--- src/rtl/core/sitda_pkg.sv ---
// shared types and constants for the signed integer to decimal text block
package sitda_pkg;

  // width of the input port and of the number that is converted
  localparam int unsigned IN_W        = 64;
  localparam int unsigned VALUE_WIDTH = 64;

  // decimal digits that cover any magnitude up to 2^(VALUE_WIDTH-1)
  localparam int unsigned NUM_DIGITS  = (VALUE_WIDTH * 30103) / 100000 + 1;
  localparam int unsigned BCD_W       = 4 * NUM_DIGITS;
  localparam int unsigned DIG_IDX_W   = $clog2(NUM_DIGITS);
  localparam int unsigned CNT_W       = $clog2(VALUE_WIDTH);

  // result field widths
  localparam int unsigned CHAR_W = 8;
  localparam int unsigned LEN_W  = 5;

  // ascii codes
  localparam logic [CHAR_W-1:0] CHAR_ZERO  = 8'd48;
  localparam logic [CHAR_W-1:0] CHAR_MINUS = 8'd45;

  // job handed from the front to the back
  typedef struct packed {
    logic                   neg;
    logic [VALUE_WIDTH-1:0] mag;
  } job_t;

  // back end sequencer states
  typedef enum logic [1:0] {
    BK_IDLE,
    BK_CONVERT,
    BK_SIZE,
    BK_EMIT
  } back_state_e;

endpackage

--- src/rtl/core/sitda_front.sv ---
// front end: takes a word, splits it into sign and unsigned magnitude
module sitda_front (
  input  logic                            start_i,
  output logic                            busy_o,
  input  logic signed [sitda_pkg::IN_W-1:0] value_i,
  input  logic                            q_full_i,
  output logic                            q_push_o,
  output sitda_pkg::job_t                 q_job_o
);

  logic [sitda_pkg::VALUE_WIDTH-1:0] raw;

  // busy while the queue has no room
  assign busy_o   = q_full_i;
  assign q_push_o = start_i & ~q_full_i;

  // sign and magnitude, the most negative value wraps to 2^(w-1) unsigned
  always_comb begin
    raw           = value_i[sitda_pkg::VALUE_WIDTH-1:0];
    q_job_o.neg   = raw[sitda_pkg::VALUE_WIDTH-1];
    q_job_o.mag   = q_job_o.neg ? (~raw + 1'b1) : raw;
  end

endmodule

--- src/rtl/core/sitda_queue.sv ---
// two entry queue of jobs between the front and the back
module sitda_queue (
  input  logic            clk_i,
  input  logic            rst_ni,
  input  logic            push_i,
  input  sitda_pkg::job_t job_i,
  output logic            full_o,
  input  logic            pop_i,
  output sitda_pkg::job_t job_o,
  output logic            empty_o
);

  sitda_pkg::job_t slot_q [2];
  logic            wr_ptr_q, wr_ptr_d;
  logic            rd_ptr_q, rd_ptr_d;
  logic [1:0]      count_q, count_d;

  assign full_o  = (count_q == 2'd2);
  assign empty_o = (count_q == 2'd0);
  assign job_o   = slot_q[rd_ptr_q];

  // pointer and fill count update
  always_comb begin
    wr_ptr_d = wr_ptr_q ^ push_i;
    rd_ptr_d = rd_ptr_q ^ pop_i;
    count_d  = count_q + {1'b0, push_i} - {1'b0, pop_i};
  end

  always_ff @(posedge clk_i or negedge rst_ni) begin
    if (!rst_ni) begin
      wr_ptr_q <= 1'b0;
      rd_ptr_q <= 1'b0;
      count_q  <= 2'd0;
    end else begin
      wr_ptr_q <= wr_ptr_d;
      rd_ptr_q <= rd_ptr_d;
      count_q  <= count_d;
    end
  end

  // entry storage
  always_ff @(posedge clk_i) begin
    if (push_i) begin
      slot_q[wr_ptr_q] <= job_i;
    end
  end

endmodule

--- src/rtl/core/sitda_back.sv ---
// back end: bit-serial binary to bcd, then one character per cycle
module sitda_back (
  input  logic                           clk_i,
  input  logic                           rst_ni,
  input  logic                           q_empty_i,
  input  sitda_pkg::job_t                q_job_i,
  output logic                           q_pop_o,
  output logic                           strobe_o,
  output logic [sitda_pkg::CHAR_W-1:0]   character_o,
  output logic [sitda_pkg::LEN_W-1:0]    text_length_o,
  output logic                           last_char_o
);

  sitda_pkg::back_state_e state_q, state_d;

  logic [sitda_pkg::VALUE_WIDTH-1:0] mag_q, mag_d;
  logic [sitda_pkg::BCD_W-1:0]       bcd_q, bcd_d, bcd_adj;
  logic [sitda_pkg::CNT_W-1:0]       cnt_q, cnt_d;
  logic [sitda_pkg::DIG_IDX_W-1:0]   idx_q, idx_d;
  logic [sitda_pkg::LEN_W-1:0]       total_q, total_d;
  logic [sitda_pkg::LEN_W-1:0]       num_dig;
  logic                              sign_q, sign_d;
  logic                              conv_done;
  logic                              emit_done;
  logic [3:0]                        cur_digit;

  assign conv_done = (cnt_q == sitda_pkg::CNT_W'(sitda_pkg::VALUE_WIDTH - 1));
  assign emit_done = !sign_q && (idx_q == '0);
  assign cur_digit = bcd_q[4*idx_q +: 4];

  // add-3 correction on every digit of 5 or more before the shift
  always_comb begin
    bcd_adj = bcd_q;
    for (int i = 0; i < sitda_pkg::NUM_DIGITS; i++) begin
      if (bcd_q[4*i +: 4] >= 4'd5) begin
        bcd_adj[4*i +: 4] = bcd_q[4*i +: 4] + 4'd3;
      end
    end
  end

  // count of significant digits, at least one
  always_comb begin
    num_dig = sitda_pkg::LEN_W'(1);
    for (int i = 0; i < sitda_pkg::NUM_DIGITS; i++) begin
      if (bcd_q[4*i +: 4] != 4'd0) begin
        num_dig = sitda_pkg::LEN_W'(i + 1);
      end
    end
  end

  // next state
  always_comb begin
    state_d = state_q;
    unique case (state_q)
      sitda_pkg::BK_IDLE:    if (!q_empty_i) state_d = sitda_pkg::BK_CONVERT;
      sitda_pkg::BK_CONVERT: if (conv_done) state_d = sitda_pkg::BK_SIZE;
      sitda_pkg::BK_SIZE:    state_d = sitda_pkg::BK_EMIT;
      sitda_pkg::BK_EMIT:    if (emit_done) state_d = sitda_pkg::BK_IDLE;
      default:               state_d = sitda_pkg::BK_IDLE;
    endcase
  end

  // datapath updates
  always_comb begin
    mag_d   = mag_q;
    bcd_d   = bcd_q;
    cnt_d   = cnt_q;
    idx_d   = idx_q;
    total_d = total_q;
    sign_d  = sign_q;
    unique case (state_q)
      sitda_pkg::BK_IDLE: begin
        mag_d  = q_job_i.mag;
        sign_d = q_job_i.neg;
        bcd_d  = '0;
        cnt_d  = '0;
      end
      sitda_pkg::BK_CONVERT: begin
        bcd_d = {bcd_adj[sitda_pkg::BCD_W-2:0], mag_q[sitda_pkg::VALUE_WIDTH-1]};
        mag_d = {mag_q[sitda_pkg::VALUE_WIDTH-2:0], 1'b0};
        cnt_d = cnt_q + 1'b1;
      end
      sitda_pkg::BK_SIZE: begin
        idx_d   = sitda_pkg::DIG_IDX_W'(num_dig - 1'b1);
        total_d = num_dig + {{(sitda_pkg::LEN_W-1){1'b0}}, sign_q};
      end
      sitda_pkg::BK_EMIT: begin
        if (sign_q) begin
          sign_d = 1'b0;
        end else if (idx_q != '0) begin
          idx_d = idx_q - 1'b1;
        end
      end
      default: begin
        sign_d = sign_q;
      end
    endcase
  end

  // outputs
  always_comb begin
    q_pop_o       = 1'b0;
    strobe_o      = 1'b0;
    character_o   = sitda_pkg::CHAR_ZERO;
    text_length_o = total_q;
    last_char_o   = 1'b0;
    unique case (state_q)
      sitda_pkg::BK_IDLE: begin
        q_pop_o = !q_empty_i;
      end
      sitda_pkg::BK_EMIT: begin
        strobe_o    = 1'b1;
        last_char_o = emit_done;
        character_o = sign_q ? sitda_pkg::CHAR_MINUS
                             : (sitda_pkg::CHAR_ZERO | {4'd0, cur_digit});
      end
      default: begin
        q_pop_o = 1'b0;
      end
    endcase
  end

  always_ff @(posedge clk_i or negedge rst_ni) begin
    if (!rst_ni) begin
      state_q <= sitda_pkg::BK_IDLE;
    end else begin
      state_q <= state_d;
    end
  end

  always_ff @(posedge clk_i) begin
    mag_q   <= mag_d;
    bcd_q   <= bcd_d;
    cnt_q   <= cnt_d;
    idx_q   <= idx_d;
    total_q <= total_d;
    sign_q  <= sign_d;
  end

endmodule

--- src/rtl/core/signed_int_to_decimal_ascii.sv ---
// top level: signed integer to decimal ascii text converter
//
// Input channel: drive value_i and raise start_i; the word is taken at a
// rising edge where start_i is high and busy_o is low. busy_o is high only
// while the two entry job queue is full.
// Result channel: one character per cycle on character_o with strobe_o high
// for exactly that cycle. text_length_o holds the total text length (minus
// sign included) on every character, last_char_o marks the final one. The
// receiver cannot stall; every strobed cycle is a delivered character.
// Sequence: the back end takes a job from the queue, runs bit-serial
// double dabble (one shift per cycle), sizes the text, then emits the
// characters. The double dabble loop sets the rate; the front keeps
// taking words into the queue while the back end works.
// Reset: asynchronous, active low; clears the queue and returns the back
// end to idle. No state carries from one word to the next.
module signed_int_to_decimal_ascii (
  input  logic                              clk_i,
  input  logic                              rst_ni,
  input  logic                              start_i,
  output logic                              busy_o,
  input  logic signed [sitda_pkg::IN_W-1:0] value_i,
  output logic                              strobe_o,
  output logic [sitda_pkg::CHAR_W-1:0]      character_o,
  output logic [sitda_pkg::LEN_W-1:0]       text_length_o,
  output logic                              last_char_o
);

  sitda_pkg::job_t push_job;
  sitda_pkg::job_t pop_job;
  logic            push, pop, full, empty;

  // sign split and queue write
  sitda_front u_front (
    .start_i  (start_i),
    .busy_o   (busy_o),
    .value_i  (value_i),
    .q_full_i (full),
    .q_push_o (push),
    .q_job_o  (push_job)
  );

  // decoupling queue
  sitda_queue u_queue (
    .clk_i   (clk_i),
    .rst_ni  (rst_ni),
    .push_i  (push),
    .job_i   (push_job),
    .full_o  (full),
    .pop_i   (pop),
    .job_o   (pop_job),
    .empty_o (empty)
  );

  // conversion and character output
  sitda_back u_back (
    .clk_i         (clk_i),
    .rst_ni        (rst_ni),
    .q_empty_i     (empty),
    .q_job_i       (pop_job),
    .q_pop_o       (pop),
    .strobe_o      (strobe_o),
    .character_o   (character_o),
    .text_length_o (text_length_o),
    .last_char_o   (last_char_o)
  );

endmodule

--- config.mk ---
export PLATFORM = sky130hd
export DESIGN_NAME = signed_int_to_decimal_ascii
export DESIGN_NICKNAME = d
export VERILOG_FILES = /design/src/rtl/core/sitda_pkg.sv /design/src/rtl/core/sitda_front.sv /design/src/rtl/core/sitda_queue.sv /design/src/rtl/core/sitda_back.sv /design/src/rtl/core/signed_int_to_decimal_ascii.sv
export SDC_FILE = /design/constraint.sdc
export NUM_CORES = 1
export LEC_CHECK = 0
export BUFFER_PORTS_ARGS = -buffer_cell sky130_fd_sc_hd__buf_2
export CAP_MARGIN = 25
export CORE_AREA = 4 4 172 174
export DETAILED_ROUTE_END_ITERATION = 6
export DIE_AREA = 0 0 176 178
export PLACE_DENSITY = 0.79
export SLEW_MARGIN = 10
export SYNTH_ARGS = -nofsm -noshare
export SYNTH_HDL_FRONTEND = slang
export SYNTH_SLANG_ARGS = --single-unit
--- constraint.sdc ---
create_clock -name clk_i -period 3.15 [get_ports clk_i]
set_input_delay 0.63 -clock clk_i [delete_from_list [all_inputs] [get_ports clk_i]]
set_output_delay 0.63 -clock clk_i [all_outputs]
set_load 0.01 [all_outputs]
==> Word level (Yosys, flattened, before mapping) <==
Memory sizes are Yosys's and may differ from the RTL's.
Cells that the tools add are included.
Widths: inputs -> output; s select.
{ "totals": {"register_bits": 167, "mem_bits_rw": 130, "inputBits": 67, "memories": 1} }
{ "op_classes": {"n_addsub": 27, "n_lt_le_gt_ge": 20, "n_eq_ne": 10, "n_shift": 1, "mux": 58, "bitwise_logic": 5, "reduce_logical": 31} }
{ "mem_list": {"columns": ["memory", "depth", "word_bits", "rd", "rd_clocked_by_memory_dff", "wr", "line_no", "text"], "rows": [
  ["u_queue.slot_q", 2, 65, 1, 0, 1, "sitda_queue.sv:13", "sitda_pkg::job_t slot_q [2];"]
]} }
{ "op_table": {"columns": ["op", "count"], "rows": [
  ["$pmux 80 s2", 1],
  ["$pmux 64 s2", 1],
  ["$mux 4", 27],
  ["$ge 4x3->1 const B", 20],
  ["$shiftx 80x8->4", 1],
  ["$add 4x2->4 const B", 19],
  ["$reduce_bool 4->1", 19],
  ["$add 64x1->64 const B", 1],
  ["$mux 64", 1],
  ["$not 64->64", 1],
  ["$mux 5", 8],
  ["$mux 3", 5],
  ["$pmux 6 s2", 1],
  ["$mux 2", 5],
  ["$pmux 5 s2", 1],
  ["$sub 5x1->5 const B", 2],
  ["$mux 8", 1],
  ["$pmux 2 s4", 1],
  ["$add 6x1->6 const B", 1],
  ["$eq 2x2->1 const B", 3],
  ["$eq 6x6->1 const B", 1],
  ["$ne 2x1->1 const B", 3],
  ["$reduce_and 3->1", 2],
  ["$reduce_bool 2->1", 3],
  ["other kinds (16)", 24]
]} }

==> Depth between registers and ports, before layout <==
{ "depth": {"depth_word": 22, "depth_mapped": 12, "depth_no_buf": 12} }

==> Hierarchy <==
Synthesis repeated with hierarchy kept, for this count alone.
{ "unflattened": {"cells_unflattened": 1211, "hier_area_um2": 16185.5} }
{ "by_module_without_submodules": {"columns": ["module", "instances", "cells_each", "area_each_um2", "seq_area_each_um2"], "rows": [
  ["sitda_back", 1, 789, 9590.4, 4884.7],
  ["sitda_queue", 1, 218, 5059.9, 4003.8],
  ["sitda_front", 1, 204, 1535.2, 0.0]
]} }

==> Worst setup path before layout <==
OpenSTA, ideal clock, no wires.
{ "synth_path": {"path_type": "reg-to-reg", "startpoint": "register u_back.state_q[1]", "endpoint": "register u_back.bcd_q[0] in the netlist's numbering, enable pin", "t_arrival_ps": 2936, "t_required_ps": 2703, "setup_slack_ps": -232, "stages_incl_launch_ff": 6, "path_cell_list": "dfrtp_1 > inv_1 > ha_1 > clkbuf_1 > clkbuf_1 > or2_2"} }
{ "synth_between": {"elab_chain_cells": 2} }
{ "synth_rtl": {"columns": ["item", "line_no", "text"], "rows": [
  ["from (decl)", "sitda_back.sv:14", "sitda_pkg::back_state_e state_q, state_d;"],
  ["from (signal assigned)", "sitda_back.sv:125", "state_q <= sitda_pkg::BK_IDLE;"],
  ["from (signal assigned)", "sitda_back.sv:127", "state_q <= state_d;"],
  ["$eq 2x1->1 or $logic_not 2->1 (tied branches)", "sitda_back.sv:71", "unique case (state_q)"],
  ["$reduce_bool 2->1 (no line) *", null, null],
  ["to (signal assigned)", "sitda_back.sv:133", "bcd_q <= bcd_d;"],
  ["to (decl)", "sitda_back.sv:17", "logic [sitda_pkg::BCD_W-1:0] bcd_q, bcd_d, bcd_adj;"]
]} }
Mark *: on every way between the ends. The rest lies on a longest branch, timed or not.
A chain may end at the register's enable or synchronous reset.

==> Worst setup path in the final report <==
{ "layout_path": {"startpoint": "register u_back.idx_q[0] in the netlist's numbering", "endpoint": "output port character_o[1] in the netlist's numbering"} }
{ "layout_between": {"elab_chain_cells": 3} }
{ "layout_rtl": {"columns": ["item", "line_no", "text"], "rows": [
  ["from (decl)", "sitda_back.sv:19", "logic [sitda_pkg::DIG_IDX_W-1:0] idx_q, idx_d;"],
  ["from (signal assigned)", "sitda_back.sv:135", "idx_q <= idx_d;"],
  ["$shiftx 80x8->4", "sitda_back.sv:29", "assign cur_digit = bcd_q[4*idx_q +: 4];"],
  ["$mux 5", "sitda_back.sv:114", "character_o = sign_q ? sitda_pkg::CHAR_MINUS"],
  ["$mux 8", "sitda_back.sv:107", "unique case (state_q)"],
  ["to (decl)", "signed_int_to_decimal_ascii.sv:23", "output logic [sitda_pkg::CHAR_W-1:0] character_o,"]
]} }
No other way between the ends.

==> results.yml <==
timing:
  finalSetupViolCount: 0
  min_period_over_period_pct: 99.1
  whs_ns: 0.362
  hold_viol: 0
  slew_headroom_pct: 55.6
  tightest_slew_ns: 0.664
  rsz0062_at_grt: "true"
  fmax_ghz: 0.320
  fin_worst_skew_ns: 0.0107
  slew_viol_final: 0
  fin_tns_setup_ns: 0
  finalCriticalPeriod_ns: 3.12
drt:
  ant_nets: 0
  drc: 0
  wire_per_inst_um: 16.8
  firstDrtPassIters: 5
  vias_per_cell: 5.59
  drt_iter0_markers: 797
  dr_total_vias: 9948
  wl_um: 29800
cts:
  tritoncts: "yes"
  root_buffer: "clkbuf_16"
  clk_pin_slew_ns: 0.06
  insertion_delay_ns: 0.55
  cts_sinks: 297
  htreeDepth: 1
  clk_path_buf_depth: 3
  numCtsBuffers: 31
floorplanning:
  die_x_um: 176
  pin_count: 83
  initial_core_util_pct: 55.6
  rows: 61
  die_area_um2: 31300
  core_area_um2: 27800
  die_y_um: 178
power:
  power_density_nw_per_um2: 1040
  power_uw: 18400
  p_leak_uw: 0.00650
  vdd_drop_max_uv: 735
worst_setup_path:
  critPathLaunchType: "flop"
  cp.required_ns: 2.52
  path_class: "reg -> out"
  worstPathArrival_ns: 2.49
  endpoint_kind: "primary output"
  rr_worst_depth: 12
  path_max_fanout: 16
final_layout:
  final_util_pct: 63.9
  syn_to_final_growth_pct: 14.9
  multi_input_area_um2: 6200
  drive_above_1_share_pct: 17.1
  postLayoutCellArea_um2: 17800
  n_fill_cell: 2103
  final_nets: 1501
  layout.area.seq_um2: 8890
  antenna_cells: 0
logic_synthesis:
  ys_warn_count: 0
  synth_area_leader_cell: "edfxtp_1"
  synth.distinct_cells: 54
  syn_area_um2: 15500
  netlist_instances: 1254
  async_flop_share_pct: 2.02
  ys_ff_latch: 297
  synth_most_common_cell: "edfxtp_1"
  yosys.area.top_type_share_pct: 56.5
  synth.avg_cell_area_um2: 12.3
  yosysSeqAreaShare_pct: 57.5
  synth_ff_type: "edfxtp_1"
  ys_top_cells_by_count: "edfxtp_1, nand2_1, o21ai_0, xnor2_1, mux2i_1"
  synth_area_leaders: "edfxtp_1, xnor2_1, ha_1"
  synth_edf_count: 291
place:
  port_buffers: 79
  place.gp.congestion: 0.883
  placed_area_um2: 16700
  hpwl_um: 19900
hold_path:
  min-delay-path-class: "in -> reg"
  min_path_cells: 1
grt:
  grt_pass1_vias: 9846
  grt_usage_pct: 18.7
  grt_overflow: 0
  grt_pass1_wl_um: 48500
  antenna_found_initial: 0
  grt_max_degree: 180
flow_run:
  drv_cap: 0
outcome:
  status: "finished, final reports clean"
## stage by stage
stage / std cells / worst slack (ns)
after global placement: 1720 / -0.296
after floorplan: 1255 / -0.175
after CTS: 1778 / 0.0127
after global routing: 1779 / -0.0681
after detailed placement: 1720 / -0.382
final: 1779 / 0.0271
## flip-flops by register name, indices dropped and copies added (netlist names), 2 cells and up
signal	count
u_back.mag_q	64
u_back.text_length_o	5
u_back.bcd_q	80
u_back.idx_q	5
u_queue.slot_q	130
u_back.cnt_q	6
u_queue.count_q	2
u_back.state_q	2
## cells in the final DEF, fill, tap and decap left out, drive strengths merged, types with 20 or more instances in the layout
cell type,instances
clkbuf,35
ha,55
a21oi,27
nor2,38
inv,55
mux2i,68
nand2,151
nor3b,34
and2,47
nand2b,29
mux4,24
xor2,24
xnor2,87
buf,142
o21ai,129
edfxtp,291
a21boi,20
## where the power goes
group | switching [µW] | leakage, µW | internal, µW | total, µW
Sequential | 1160 | 0.00290 | 6770 | 7930
Combinational | 3840 | 0.00311 | 2950 | 6790
Clock | 1470 | 0.000493 | 2200 | 3670
## metal layers
layer  track usage, %  wire length (µm)
met2             32.7             14800
met1             24.2             12800
met5                0                 0
met3             2.78              1390
met4             6.11               852
## layout make-up
class                           count  share of cell area (%)
Tap cell                          378                    2.66
Sequential cell                   297                    50.1
Multi-Input combinational cell    853                    34.9
Clock buffer                       35                    4.45
Inverter                           53                    1.12
Timing Repair Buffer              143                    5.51
Clock inverter                     20                    1.29
## worst max-delay path, cell delays in order, from the launching register on
cell and delay, ns:
edfxtp_1 0.38, buf_12 0.19, mux4_2 0.57, mux4_2 0.51, nand2b_1 0.11, a21oi_2 0.05
buf_2 0.14
## cells by family after synthesis
logic type      count (synthesis)  share of synthesized area, %
simple gates                  364                          12.4
flops                         297                          57.5
compound gates                228                          8.77
xor+xnor                      111                          6.29
buf+inv                       105                          2.67
mux                            92                          7.90
fa+ha+maj                      55                          4.45
other cells                     2                        0.0486
## timing repair
action,4_1_cts,5_1_grt
buffers inserted,2,1
hold buffers,1,0
endpoints found under the hold margin,6,0
gates resized for setup,3,2
setup endpoints to repair,4,5
## path summary, 6_finish.rpt
check,from,endpoint,slack [ns]
max in group asynchronous,rst_ni,u_queue.rd_ptr_q,2.55
worst max register to register,u_back.bcd_q[8],u_back.idx_q[4],0.14
worst max-delay path,u_back.idx_q[0],character_o[1],0.03
worst min-delay path,value_i[0],u_queue.slot_q[0][0],0.36
worst min register to register,u_queue.count_q[1],u_queue.count_q[1],0.50
min in group asynchronous,rst_ni,u_queue.count_q[1],0.43
No activity file was read; power rests on OpenSTA's default activity.
